$ cat config.mk
export PLATFORM = sky130hd
export DESIGN_NAME = video_display_controller_regs_top
export DESIGN_NICKNAME = d
export VERILOG_FILES = /design/src/rtl/vdc_pkg.sv /design/src/rtl/video_display_controller_regs_top.sv
export SDC_FILE = /design/constraint.sdc
export NUM_CORES = 1
export LEC_CHECK = 0
export ABC_AREA = 1
export BUFFER_PORTS_ARGS = -buffer_cell sky130_fd_sc_hd__buf_2
export CELL_PAD_IN_SITES_DETAIL_PLACEMENT = 1
export CELL_PAD_IN_SITES_GLOBAL_PLACEMENT = 2
export CORE_MARGIN = 4
export CORE_UTILIZATION = 35
export CTS_BUF_LIST = sky130_fd_sc_hd__clkbuf_8
export DETAILED_ROUTE_END_ITERATION = 10
export PLACE_DENSITY = 0.9
export SETUP_SLACK_MARGIN = 0.05
export SYNTH_ARGS = -nofsm -noshare
export SYNTH_HDL_FRONTEND = slang
export SYNTH_SLANG_ARGS = --single-unit
$ cat constraint.sdc
create_clock -name clk -period 4.1 [get_ports clk]
set_input_delay 0.615 -clock clk [delete_from_list [all_inputs] [get_ports clk]]
set_output_delay 0.615 -clock clk [all_outputs]
set_load 0.005 [all_outputs]
$ cat src/rtl/vdc_pkg.sv
// ============================================================================
// vdc_pkg
// Shared types and codes of the video display controller register block.
// ============================================================================
`default_nettype none

package vdc_pkg;

    // Request kinds carried on the input tuser
    typedef enum logic [1:0] {
        REQ_WRITE = 2'd0,
        REQ_READ  = 2'd1,
        REQ_TICK  = 2'd2,
        REQ_RSVD  = 2'd3
    } req_t;

    // Controller register select, low three address bits
    typedef enum logic [2:0] {
        REG_INIT   = 3'd0,
        REG_CMD    = 3'd1,
        REG_FS_LO  = 3'd2,
        REG_FS_HI  = 3'd3,
        REG_CUR_LO = 3'd4,
        REG_CUR_HI = 3'd5,
        REG_SS_LO  = 3'd6,
        REG_SS_HI  = 3'd7
    } reg_sel_t;

    // Address bits
    localparam int ADDR_CTRL_BIT  = 4;
    localparam int ADDR_COLOR_BIT = 3;

    // Init register indexes
    localparam logic [3:0] INIT_ROWS   = 4'd4;
    localparam logic [3:0] INIT_COLS   = 4'd5;
    localparam logic [3:0] INIT_PTR_LO = 4'd10;
    localparam logic [3:0] INIT_PTR_HI = 4'd11;
    localparam logic [3:0] INIT_LAST   = 4'd14;

    // Command codes and decode masks
    localparam logic [7:0] CMD_RESET       = 8'h00;
    localparam logic [7:0] CMD_WR_PTR      = 8'hA2;
    localparam logic [7:0] CMD_INC_CUR     = 8'hA9;
    localparam logic [7:0] CMD_WR_CUR      = 8'hAA;
    localparam logic [7:0] CMD_WR_CUR_INC  = 8'hAB;
    localparam logic [7:0] MASK_SET_INDEX  = 8'hF0;
    localparam logic [7:0] PAT_SET_INDEX   = 8'h10;
    localparam logic [7:0] MASK_DISPLAY    = 8'hE9;
    localparam logic [7:0] PAT_DISPLAY_OFF = 8'h28;
    localparam logic [7:0] PAT_DISPLAY_ON  = 8'h29;
    localparam logic [7:0] MASK_CURSOR     = 8'hF1;
    localparam logic [7:0] PAT_CURSOR_OFF  = 8'h30;
    localparam logic [7:0] PAT_CURSOR_ON   = 8'h31;

    // Read values
    localparam logic [7:0] RD_UNMAPPED    = 8'hFF;
    localparam logic [7:0] STAT_READY     = 8'h02;
    localparam logic [7:0] STAT_BLANK     = 8'h10;
    localparam logic [7:0] STAT_CMD_READY = 8'h20;

    localparam int ADDR_W  = 14;
    localparam int COUNT_W = 4;

    // Controller state
    typedef struct packed {
        logic [3:0]        init_index;
        logic              initializing;
        logic              busy;
        logic              disp_enable;
        logic              cursor_on;
        logic              blanking;
        logic [2:0]        tick_phase;
        logic [COUNT_W-1:0] countdown;
        logic [ADDR_W-1:0] write_target;
        logic [7:0]        char_byte;
        logic [7:0]        attr_byte;
        logic [ADDR_W-1:0] pointer_address;
        logic [ADDR_W-1:0] cursor_address;
        logic [15:0]       first_start;
        logic [15:0]       second_start;
        logic [7:0]        row_count;
        logic [8:0]        column_count;
    } state_t;

    // Power-up state
    localparam state_t ST_RESET = '{
        init_index:      4'd0,
        initializing:    1'b1,
        busy:            1'b0,
        disp_enable:     1'b0,
        cursor_on:       1'b0,
        blanking:        1'b0,
        tick_phase:      3'd0,
        countdown:       '0,
        write_target:    '0,
        char_byte:       8'd0,
        attr_byte:       8'd0,
        pointer_address: '0,
        cursor_address:  '0,
        first_start:     16'd0,
        second_start:    16'd0,
        row_count:       8'd1,
        column_count:    9'd1
    };

    // Result beat, last member in the lowest bits
    typedef struct packed {
        logic [8:0]        columns_in_use;
        logic [7:0]        rows_in_use;
        logic              busy_now;
        logic              cursor_shown;
        logic              display_enabled;
        logic [7:0]        commit_color;
        logic [7:0]        commit_char;
        logic [ADDR_W-1:0] commit_addr;
        logic [7:0]        read_data;
    } result_t;

    localparam int RES_W = $bits(result_t);

endpackage

`default_nettype wire

$ cat src/rtl/video_display_controller_regs_top.sv
// ============================================================================
// video_display_controller_regs_top
// Bus-side register model of a character video display controller.
// ============================================================================
//
//  channel  | role    | tdata                           | tuser
//  ---------+---------+---------------------------------+----------------
//  s_axis   | request | bus_addr, write_data            | req_type
//  m_axis   | result  | read, commit, flags, geometry   | commit_valid
//
//  One request is accepted per cycle while tready is high; its result is
//  registered into the result or skid beat. All decode is one pass of logic
//  from the controller state to the result register.
//  A two-beat output buffer (result plus skid) lets a request enter while a
//  result waits; tready drops only when both beats are held.
//  Reset loads the power-up state: index 0, initializing, rows and columns 1.
// ============================================================================
`default_nettype none

module video_display_controller_regs_top #(
    parameter int WRITE_DELAY = 8
) (
    input  wire logic         clk,
    input  wire logic         rst_n,
    input  wire logic         s_axis_tvalid,
    output logic              s_axis_tready,
    // [4:0] bus_addr, [12:5] write_data, [15:13] zero
    input  wire logic [15:0]  s_axis_tdata,
    // [1:0] req_type
    input  wire logic [1:0]   s_axis_tuser,
    output logic              m_axis_tvalid,
    input  wire logic         m_axis_tready,
    // [7:0] read_data, [21:8] commit_addr, [29:22] commit_char,
    // [37:30] commit_color, [38] display_enabled, [39] cursor_shown,
    // [40] busy_now, [48:41] rows_in_use, [57:49] columns_in_use, [63:58] zero
    output logic [63:0]       m_axis_tdata,
    // [0] commit_valid
    output logic              m_axis_tuser
);
    import vdc_pkg::*;

    localparam logic [COUNT_W-1:0] DELAY_LOAD = COUNT_W'(WRITE_DELAY);

    state_t  st_reg, st_next;
    result_t res_next;
    logic    cv_next;

    result_t out_res_reg, skid_res_reg;
    logic    out_cv_reg, skid_cv_reg;
    logic    out_valid_reg, skid_valid_reg;

    logic       in_fire, out_fire;
    req_t       req;
    logic [4:0] addr;
    logic [7:0] wdata;
    reg_sel_t   sel;

    assign in_fire  = s_axis_tvalid && s_axis_tready;
    assign out_fire = m_axis_tvalid && m_axis_tready;
    assign req      = req_t'(s_axis_tuser);
    assign addr     = s_axis_tdata[4:0];
    assign wdata    = s_axis_tdata[12:5];
    assign sel      = reg_sel_t'(addr[2:0]);

    // Decode one request against the current state
    always_comb
    begin
        st_next  = st_reg;
        res_next = '0;
        cv_next  = 1'b0;
        unique case (req)
            REQ_WRITE:
            begin
                if (!addr[ADDR_CTRL_BIT])
                begin
                    if (addr[ADDR_COLOR_BIT])
                        st_next.attr_byte = wdata;
                    else
                        st_next.char_byte = wdata;
                end
                else
                begin
                    unique case (sel)
                        REG_INIT:
                        begin
                            // write the init register under the pointer
                            unique case (st_reg.init_index)
                                INIT_ROWS:   st_next.row_count = {1'b0, wdata[6:0]} + 8'd1;
                                INIT_COLS:   st_next.column_count = {1'b0, wdata} + 9'd1;
                                INIT_PTR_LO: st_next.pointer_address[7:0] = wdata;
                                INIT_PTR_HI: st_next.pointer_address[13:8] = wdata[5:0];
                                INIT_LAST:   st_next.initializing = 1'b0;
                                default:     ;
                            endcase
                            if (st_reg.init_index < INIT_LAST)
                                st_next.init_index = st_reg.init_index + 4'd1;
                        end
                        REG_CMD:
                        begin
                            // when not busy, apply every matching command action in order
                            if (!st_reg.busy)
                            begin
                                if (wdata == CMD_RESET)
                                begin
                                    st_next.init_index   = '0;
                                    st_next.busy         = 1'b0;
                                    st_next.countdown    = '0;
                                    st_next.initializing = 1'b1;
                                    st_next.disp_enable  = 1'b0;
                                    st_next.blanking     = 1'b0;
                                    st_next.tick_phase   = '0;
                                end
                                if ((wdata & MASK_SET_INDEX) == PAT_SET_INDEX)
                                    st_next.init_index = wdata[3:0];
                                if ((wdata & MASK_DISPLAY) == PAT_DISPLAY_OFF)
                                    st_next.disp_enable = 1'b0;
                                if ((wdata & MASK_DISPLAY) == PAT_DISPLAY_ON)
                                    st_next.disp_enable = 1'b1;
                                if ((wdata & MASK_CURSOR) == PAT_CURSOR_OFF)
                                    st_next.cursor_on = 1'b0;
                                if ((wdata & MASK_CURSOR) == PAT_CURSOR_ON)
                                    st_next.cursor_on = 1'b1;
                                if (wdata == CMD_WR_PTR)
                                begin
                                    st_next.write_target = st_reg.pointer_address;
                                    st_next.countdown    = DELAY_LOAD;
                                    st_next.busy         = 1'b1;
                                end
                                if (wdata == CMD_INC_CUR)
                                    st_next.cursor_address = st_reg.cursor_address + 14'd1;
                                if (wdata == CMD_WR_CUR || wdata == CMD_WR_CUR_INC)
                                begin
                                    st_next.write_target = st_reg.cursor_address;
                                    st_next.countdown    = DELAY_LOAD;
                                    st_next.busy         = 1'b1;
                                end
                                if (wdata == CMD_WR_CUR_INC)
                                    st_next.cursor_address = st_reg.cursor_address + 14'd1;
                            end
                        end
                        REG_FS_LO:  st_next.first_start[7:0] = wdata;
                        REG_FS_HI:  st_next.first_start[15:8] = wdata;
                        REG_CUR_LO: st_next.cursor_address[7:0] = wdata;
                        REG_CUR_HI: st_next.cursor_address[13:8] = wdata[5:0];
                        REG_SS_LO:  st_next.second_start[7:0] = wdata;
                        REG_SS_HI:  st_next.second_start[15:8] = wdata;
                    endcase
                end
            end
            REQ_READ:
            begin
                if (!addr[ADDR_CTRL_BIT])
                    res_next.read_data = RD_UNMAPPED;
                else
                begin
                    unique case (sel)
                        REG_INIT, REG_CMD:
                        begin
                            res_next.read_data = (st_reg.busy ? 8'h00 : STAT_READY)
                                               | (st_reg.blanking ? STAT_BLANK : 8'h00);
                            if (sel == REG_CMD && (!st_reg.busy || st_reg.initializing))
                                res_next.read_data = res_next.read_data | STAT_CMD_READY;
                        end
                        REG_FS_LO:  res_next.read_data = st_reg.first_start[7:0];
                        REG_FS_HI:  res_next.read_data = st_reg.first_start[15:8];
                        REG_CUR_LO: res_next.read_data = st_reg.cursor_address[7:0];
                        REG_CUR_HI: res_next.read_data = {2'b00, st_reg.cursor_address[13:8]};
                        REG_SS_LO:  res_next.read_data = st_reg.second_start[7:0];
                        REG_SS_HI:  res_next.read_data = {2'b00, st_reg.second_start[13:8]};
                    endcase
                end
            end
            REQ_TICK:
            begin
                // advance the blank phase and the delayed write
                st_next.tick_phase = st_reg.tick_phase + 3'd1;
                if (st_next.tick_phase == 3'd0)
                    st_next.blanking = !st_reg.blanking;
                if (st_reg.countdown != '0)
                begin
                    st_next.countdown = st_reg.countdown - COUNT_W'(1);
                    if (st_next.countdown == '0)
                    begin
                        cv_next               = 1'b1;
                        res_next.commit_addr  = st_reg.write_target;
                        res_next.commit_char  = st_reg.char_byte;
                        res_next.commit_color = st_reg.attr_byte;
                        st_next.busy          = 1'b0;
                    end
                end
            end
            default: ;
        endcase
        res_next.display_enabled = st_next.disp_enable;
        res_next.cursor_shown    = st_next.cursor_on;
        res_next.busy_now        = st_next.busy;
        res_next.rows_in_use     = st_next.row_count;
        res_next.columns_in_use  = st_next.column_count;
    end

    // Update the controller state on each accepted beat
    always_ff @(posedge clk or negedge rst_n)
    begin
        if (!rst_n)
        begin
            st_reg <= ST_RESET;
        end
        else if (in_fire)
        begin
            st_reg <= st_next;
        end
    end

    // Hold result and skid valid flags
    always_ff @(posedge clk or negedge rst_n)
    begin
        if (!rst_n)
        begin
            out_valid_reg  <= 1'b0;
            skid_valid_reg <= 1'b0;
        end
        else if (skid_valid_reg)
        begin
            if (out_fire)
                skid_valid_reg <= 1'b0;
        end
        else if (in_fire)
        begin
            if (out_valid_reg && !out_fire)
                skid_valid_reg <= 1'b1;
            else
                out_valid_reg <= 1'b1;
        end
        else if (out_fire)
        begin
            out_valid_reg <= 1'b0;
        end
    end

    // Load result payloads
    always_ff @(posedge clk)
    begin
        if (skid_valid_reg)
        begin
            if (out_fire)
            begin
                out_res_reg <= skid_res_reg;
                out_cv_reg  <= skid_cv_reg;
            end
        end
        else if (in_fire)
        begin
            if (out_valid_reg && !out_fire)
            begin
                skid_res_reg <= res_next;
                skid_cv_reg  <= cv_next;
            end
            else
            begin
                out_res_reg <= res_next;
                out_cv_reg  <= cv_next;
            end
        end
    end

    assign s_axis_tready = !skid_valid_reg;
    assign m_axis_tvalid = out_valid_reg;
    assign m_axis_tdata  = {(64 - RES_W)'(0), out_res_reg};
    assign m_axis_tuser  = out_cv_reg;

endmodule

`default_nettype wire

==> run summary, run 1 <==
n_diodes -> 0
DIE HEIGHT -> 193 µm
vias in the first global route -> 9321
Final Worst Setup Slack -> 1.36 ns
Min-Delay Path Class -> input port to asynchronous set/reset pin
share of cells above drive strength 1 -> 16.6%
clock buffer depth -> 3
core area -> 33600 µm²
Max FO, Critical Path -> 59
total negative setup slack -> 0 ns
register clock-pin slew on the reported worst setup and hold paths -> 0.06 ns
CTS tree -> built
largest net degree at the start of global routing -> 60
post-synth cell types -> 39
total clock sinks -> 241
Post-synth EDFFs -> 118
clk root buf -> clkbuf_8
grt total ovfl -> 0
syn avg cell area -> 8.87 µm²
worst skew pair latency -> 0.55 ns
DR WL/cell -> 16.2 µm
Fill cells -> 3979
critical path data required time -> 4.26 ns
status -> finished clean
Die ar. -> 37100 µm²
initial antenna violation count -> 1
endpoints failing hold -> 0
synth warn -> 0
Max-Cap Viols -> 0
hold bufs inserted after CTS -> 0
Setup CP Type -> flop to flop
min cycle time layout -> 2.74 ns
final WL -> 31.1 mm
vias -> 9108
Max Clk Rate -> 365 MHz
Total GRT Usage -> 16.9%
CP max stage delay -> 0.65 ns
worst-case reg-to-reg path depth -> 5
unrepaired setup endpoints after global routing -> no
Slew @ Worst Pin -> 0.849 ns
count of input and output buffers -> 79
Inserted Clock Buffers -> 42
CP dominant cell by count -> buf_4
Placement Setup Slack -> 1.37 ns
fin crit share -> 66.7%
Finished Layout Cells -> 1913
CTS H-tree lvls -> 2
Setup Skew -> 0.0206 ns
Setup Buffers After CTS -> 0
VDD IR-drop max -> 245 µV
Layout Area Growth over Synthesis -> 13.4%
Horiz. Die Dim -> 193 µm
Routed Antenna Nets -> 0
router iterations before antenna repair -> 5
final setup fails -> 0
via/cell ratio -> 4.76
Initial Util -> 35.5%
# IOs -> 89
HPWL reported at the end of detailed placement -> 21.4 mm
first-pass GRT wire length -> 50.2 mm
Power Density -> 530 nW/µm²
crit path launch type -> flop
crit path cell chain -> inv_4 > nand2_1 > buf_4 > nor2_4 > buf_4
asr flop ratio synth -> 51.0%
DR iter-0 viols -> 556
LEAKAGE -> 0.00624 µW
Nets -> 1468
Slew HR -> 43.4%
crit path DAT -> 2.90 ns
post-synthesis register bit count -> 241
fin. max-slew vios -> 0
number of gates resized after cts -> 0
Post-Syn Area -> 11900 µm²
Worst Setup End Kind -> flop
placement row count -> 67
slowest cell on the critical path -> buf_4
max reg flops -> 121
placed insts -> 1837
sequential area share after synthesis -> 55.5%
Mapped Cells -> 1345
Remaining DRCs -> 0
Most used DFF post-synth -> dfrtp_1
gpl congestion -> 0.850
[per-layer routing]
metal | GRT usage, % | routed length, µm | vias to the layer above | part of all wire, %
met2 | 28.9 | 15000 | 146 | 48
met3 | 2.57 | 1130 | 55 | 3.6
met1 | 22.6 | 14200 | 4434 | 46
met5 | 0 | 7 | - | 0.023
li1 | - | - | 4471 | -
met4 | 4.47 | 675 | 2 | 2.2
[synth_stat cells (2+ instances only)]
cell type	count	area share (%)
nor2_1	74	2.3
dfstp_2	3	0.66
o21ai_1	41	1.7
buf_2	12	0.50
nand2_1	472	15
nand2_4	2	0.19
ha_1	13	1.4
inv_2	6	0.19
buf_4	8	0.50
nor3_2	2	0.17
or2_2	4	0.21
buf_6	11	1.0
nand2_2	11	0.58
nor2_2	3	0.16
and2_1	6	0.31
nand3_4	3	0.44
nand3_2	5	0.42
o21ai_2	14	1.0
clkbuf_1	20	0.63
edfxtp_1	118	30
nor2_4	36	3.4
a21oi_1	15	0.63
xor2_1	5	0.37
inv_1	147	4.6
nand3_1	83	3.5
dfrtp_1	120	25
nor2_8	2	0.34
nand4_1	12	0.63
o21ai_0	87	3.6
[layout by cell type (no fill, tap or decap), types with 2 or more instances in the layout]
cell type    n
a21oi_1     14
and2_1       6
clkinv_1     2
nand3_4      4
nor2_2       3
ha_1        13
buf_4       12
o21ai_0     87
nor3_2       2
or2_2        4
buf_2       78
xor2_1       5
nor2_4      37
nor2_1      73
nand2_2     11
conb_1       6
edfxtp_1   118
dfstp_2      3
nand3_1     83
nand2_4      2
o21ai_2     14
dfrtp_1    119
inv_1      167
clkinv_2     4
inv_2        6
nand4_1     12
bufinv_16    2
inv_6        3
clkbuf_8    46
nor2_8       2
nand2_1    472
nand3_2      4
o21ai_1     41
[path summary, 6_finish.rpt]
path                           startpoint               end  slack (ns)
max in group asynchronous           rst_n        st_reg[73]        3.00
max                        skid_valid_reg  skid_res_reg[18]        1.36
min in group clk            m_axis_tready    skid_valid_reg        0.44
min                                 rst_n         st_reg[4]        0.18
min reg2reg                    st_reg[11]        st_reg[11]        0.48
max reg2reg                skid_valid_reg  skid_res_reg[18]        1.36
[power by group]
group          switching [µW]  internal, µW  leakage (µW)
clock network             991          1160      0.000493
logic                    1090           507       0.00299
registers                 262          3160       0.00276
total                    2350          4830       0.00624
[logic make-up (layout without fill, tap and decap cells)]
logic type                 count (synthesis)  after routing  share of synthesized area, %
and+or+nand+nor                          718            718                          27.9
other                                      1              6                        0.0314
AOI/OAI and AO/OA                        159            159                          7.15
DFF                                      241            241                          55.5
xor gates and xnor gates                   6              6                         0.440
buffers and inverters                    207            322                          7.64
adders and majority gates                 13             13                          1.36
[final cells by class]
cell class | count | area, µm² | share of cell area [%]
Timing Repair Buffer | 91 | 500 | 3.70
Sequential cell | 241 | 6630 | 49.0
Clock inverter | 30 | 180 | 1.33
Inverter | 155 | 589 | 4.35
Clock buffer | 46 | 633 | 4.68
Tap cell | 448 | 561 | 4.14
Multi-Input combinational cell | 902 | 4440 | 32.8
[critical path, delay by kind of cell, from the launching register on]
kind                   cells  cell delay, ns
AND/OR/NAND/NOR            2            0.24
buffers and inverters      3            1.44
flip-flops                 1            0.58
[through the flow]
stage          util, %  total power, µW  area (µm²)  hold WS [ns]
6_report          40.3             7170       13500         0.178
5_1_grt           40.3             7670       13500         0.222
4_1_cts           40.3             7290       13500         0.173
3_5_place_dp      37.8             5100       12700         0.466
3_3_place_gp      37.8             5020       12700         0.459
2_1_floorplan        -             4440       12000         0.319
No activity file was read; power rests on OpenSTA's default activity.
==> run 2, diff against run 1 <==
- clock period: 4.1 -> 2.3 ns (I/O delays scaled with it)
==> run summary, run 2 (same netlist as run 1, synthesis figures left out) <==
final setup fails -> 0
first-pass GRT wire length -> 51.5 mm
DIE HEIGHT -> 193 µm
grt total ovfl -> 0
Final Worst Setup Slack -> 0.280 ns
max reg flops -> 121
worst-case reg-to-reg path depth -> 9
total negative setup slack -> 0 ns
CTS H-tree lvls -> 2
CTS tree -> built
Max-Cap Viols -> 0
Die ar. -> 37100 µm²
LEAKAGE -> 0.00630 µW
worst skew pair latency -> 0.55 ns
DR iter-0 viols -> 572
endpoints failing hold -> 0
gpl congestion -> 0.857
min cycle time layout -> 2.02 ns
Max FO, Critical Path -> 13
hold path depth -> 3
sequential share of power -> 46.3%
initial antenna violation count -> 0
Horiz. Die Dim -> 193 µm
clock buffer depth -> 3
register clock-pin slew on the reported worst setup and hold paths -> 0.06 ns
Total GRT Usage -> 17.3%
Remaining DRCs -> 0
Setup CP Type -> flop to flop
Placement Setup Slack -> 0.134 ns
unrepaired setup endpoints after global routing -> no
status -> finished clean
Post-DP Area -> 12900 µm²
combinational cell fraction of total power -> 22.8%
Inserted Clock Buffers -> 41
# IOs -> 89
clk root buf -> clkbuf_8
power share of the clock group -> 30.9%
total clock sinks -> 241
count of input and output buffers -> 79
most common cell after layout, fill and taps aside -> nand2_1
Slew @ Worst Pin -> 0.703 ns
switching share of power -> 32.4%
Setup Skew -> 0.0139 ns
crit path launch type -> flop
final WL -> 31.6 mm
core area -> 33600 µm²
share of cells above drive strength 1 -> 17.6%
Power Density -> 953 nW/µm²
VDD IR-drop max -> 414 µV
via/cell ratio -> 4.77
DR WL/cell -> 16.4 µm
HPWL reported at the end of detailed placement -> 22.3 mm
vias -> 9198
largest net degree at the start of global routing -> 67
Layout Area Growth over Synthesis -> 15.1%
Nets -> 1482
Initial Util -> 35.5%
n_diodes -> 0
Pint -> 8850 µW
Routed Antenna Nets -> 0
Min-Delay Path Class -> input port to flop
most frequent cells in the layout -> 472 x nand2_1, 154 x inv_1, 119 x dfrtp_1
router iterations before antenna repair -> 4
placement row count -> 67
fin. max-slew vios -> 0
Max Clk Rate -> 495 MHz
fin crit share -> 87.8%
Final Cell Area -> 13700 µm²
vias in the first global route -> 9622
critical path data required time -> 2.72 ns
total design power -> 13100 µW
Net Switching -> 4250 µW
utilization after layout -> 40.9%
Worst Setup End Kind -> flop
Slew HR -> 53.1%
crit path DAT -> 2.44 ns
[run 2: worst max-delay path: stages (launching register included)]
cell and delay [ns]:
dfrtp_1 0.38, inv_1 0.09, ha_1 0.24, xor2_1 0.18
nor2_1 0.18, nand3_4 0.24, buf_6 0.29, nor2_4 0.11
nand2_1 0.07, nand2_1 0.08
[run 2: metal layers]
metal / vias up / GRT usage, % / wire, µm
met2: 144 / 30.0 / 15600
li1: 4500 / - / -
met4: 0 / 4.33 / 587
met1: 4501 / 22.8 / 14300
met5: - / 0 / 0
met3: 53 / 2.48 / 1150
[run 2: layout make-up]
class	instances	area, µm²
repair buffers	106	669
clock buffers	41	564
flip-flops and latches	241	6630
fillers	3992	19900
multi-input cells	902	4440
well taps	448	561
inverters	155	589
clock inverters	35	289
[run 2: metrics by stage]
| stage | hold WS [ns] | cells |
|---|---|---|
| floorplan | 0.0494 | 1350 |
| global placement | 0.371 | 1851 |
| detailed placement | 0.366 | 1851 |
| CTS | 0.130 | 1928 |
| global route | 0.158 | 1928 |
| finish | 0.159 | 1928 |
[run 2: worst paths after layout]
| check | startpoint | end | slack, ns |
|---|---|---|---|
| max in group asynchronous | rst_n | st_reg[76] | 1.31 |
| max reg2reg | st_reg[107] | m_axis_tdata[19] | 0.28 |
| min | m_axis_tready | skid_valid_reg | 0.16 |
| min reg2reg | st_reg[9] | st_reg[9] | 0.48 |
| min in group asynchronous | rst_n | st_reg[13] | 0.34 |
| max | st_reg[107] | m_axis_tdata[19] | 0.28 |
[run 2: repair_timing]
action | in CTS | in global routing
hold buffers | 1 | 0
buffers inserted | 0 | 0
gates resized for setup | 0 | 2
endpoints found under the setup margin | 0 | 5
hold endpoints to repair | 31 | 0
[run 2: power groups by stage]
stage	Clock (µW)	Sequential, µW	Combinational [µW]
final	4050	6060	2990
after global routing	4390	6160	3420
after CTS	4160	6080	3050
after detailed placement	0	6150	3030
after global placement	0	6100	2910
after floorplan	0	6100	1820
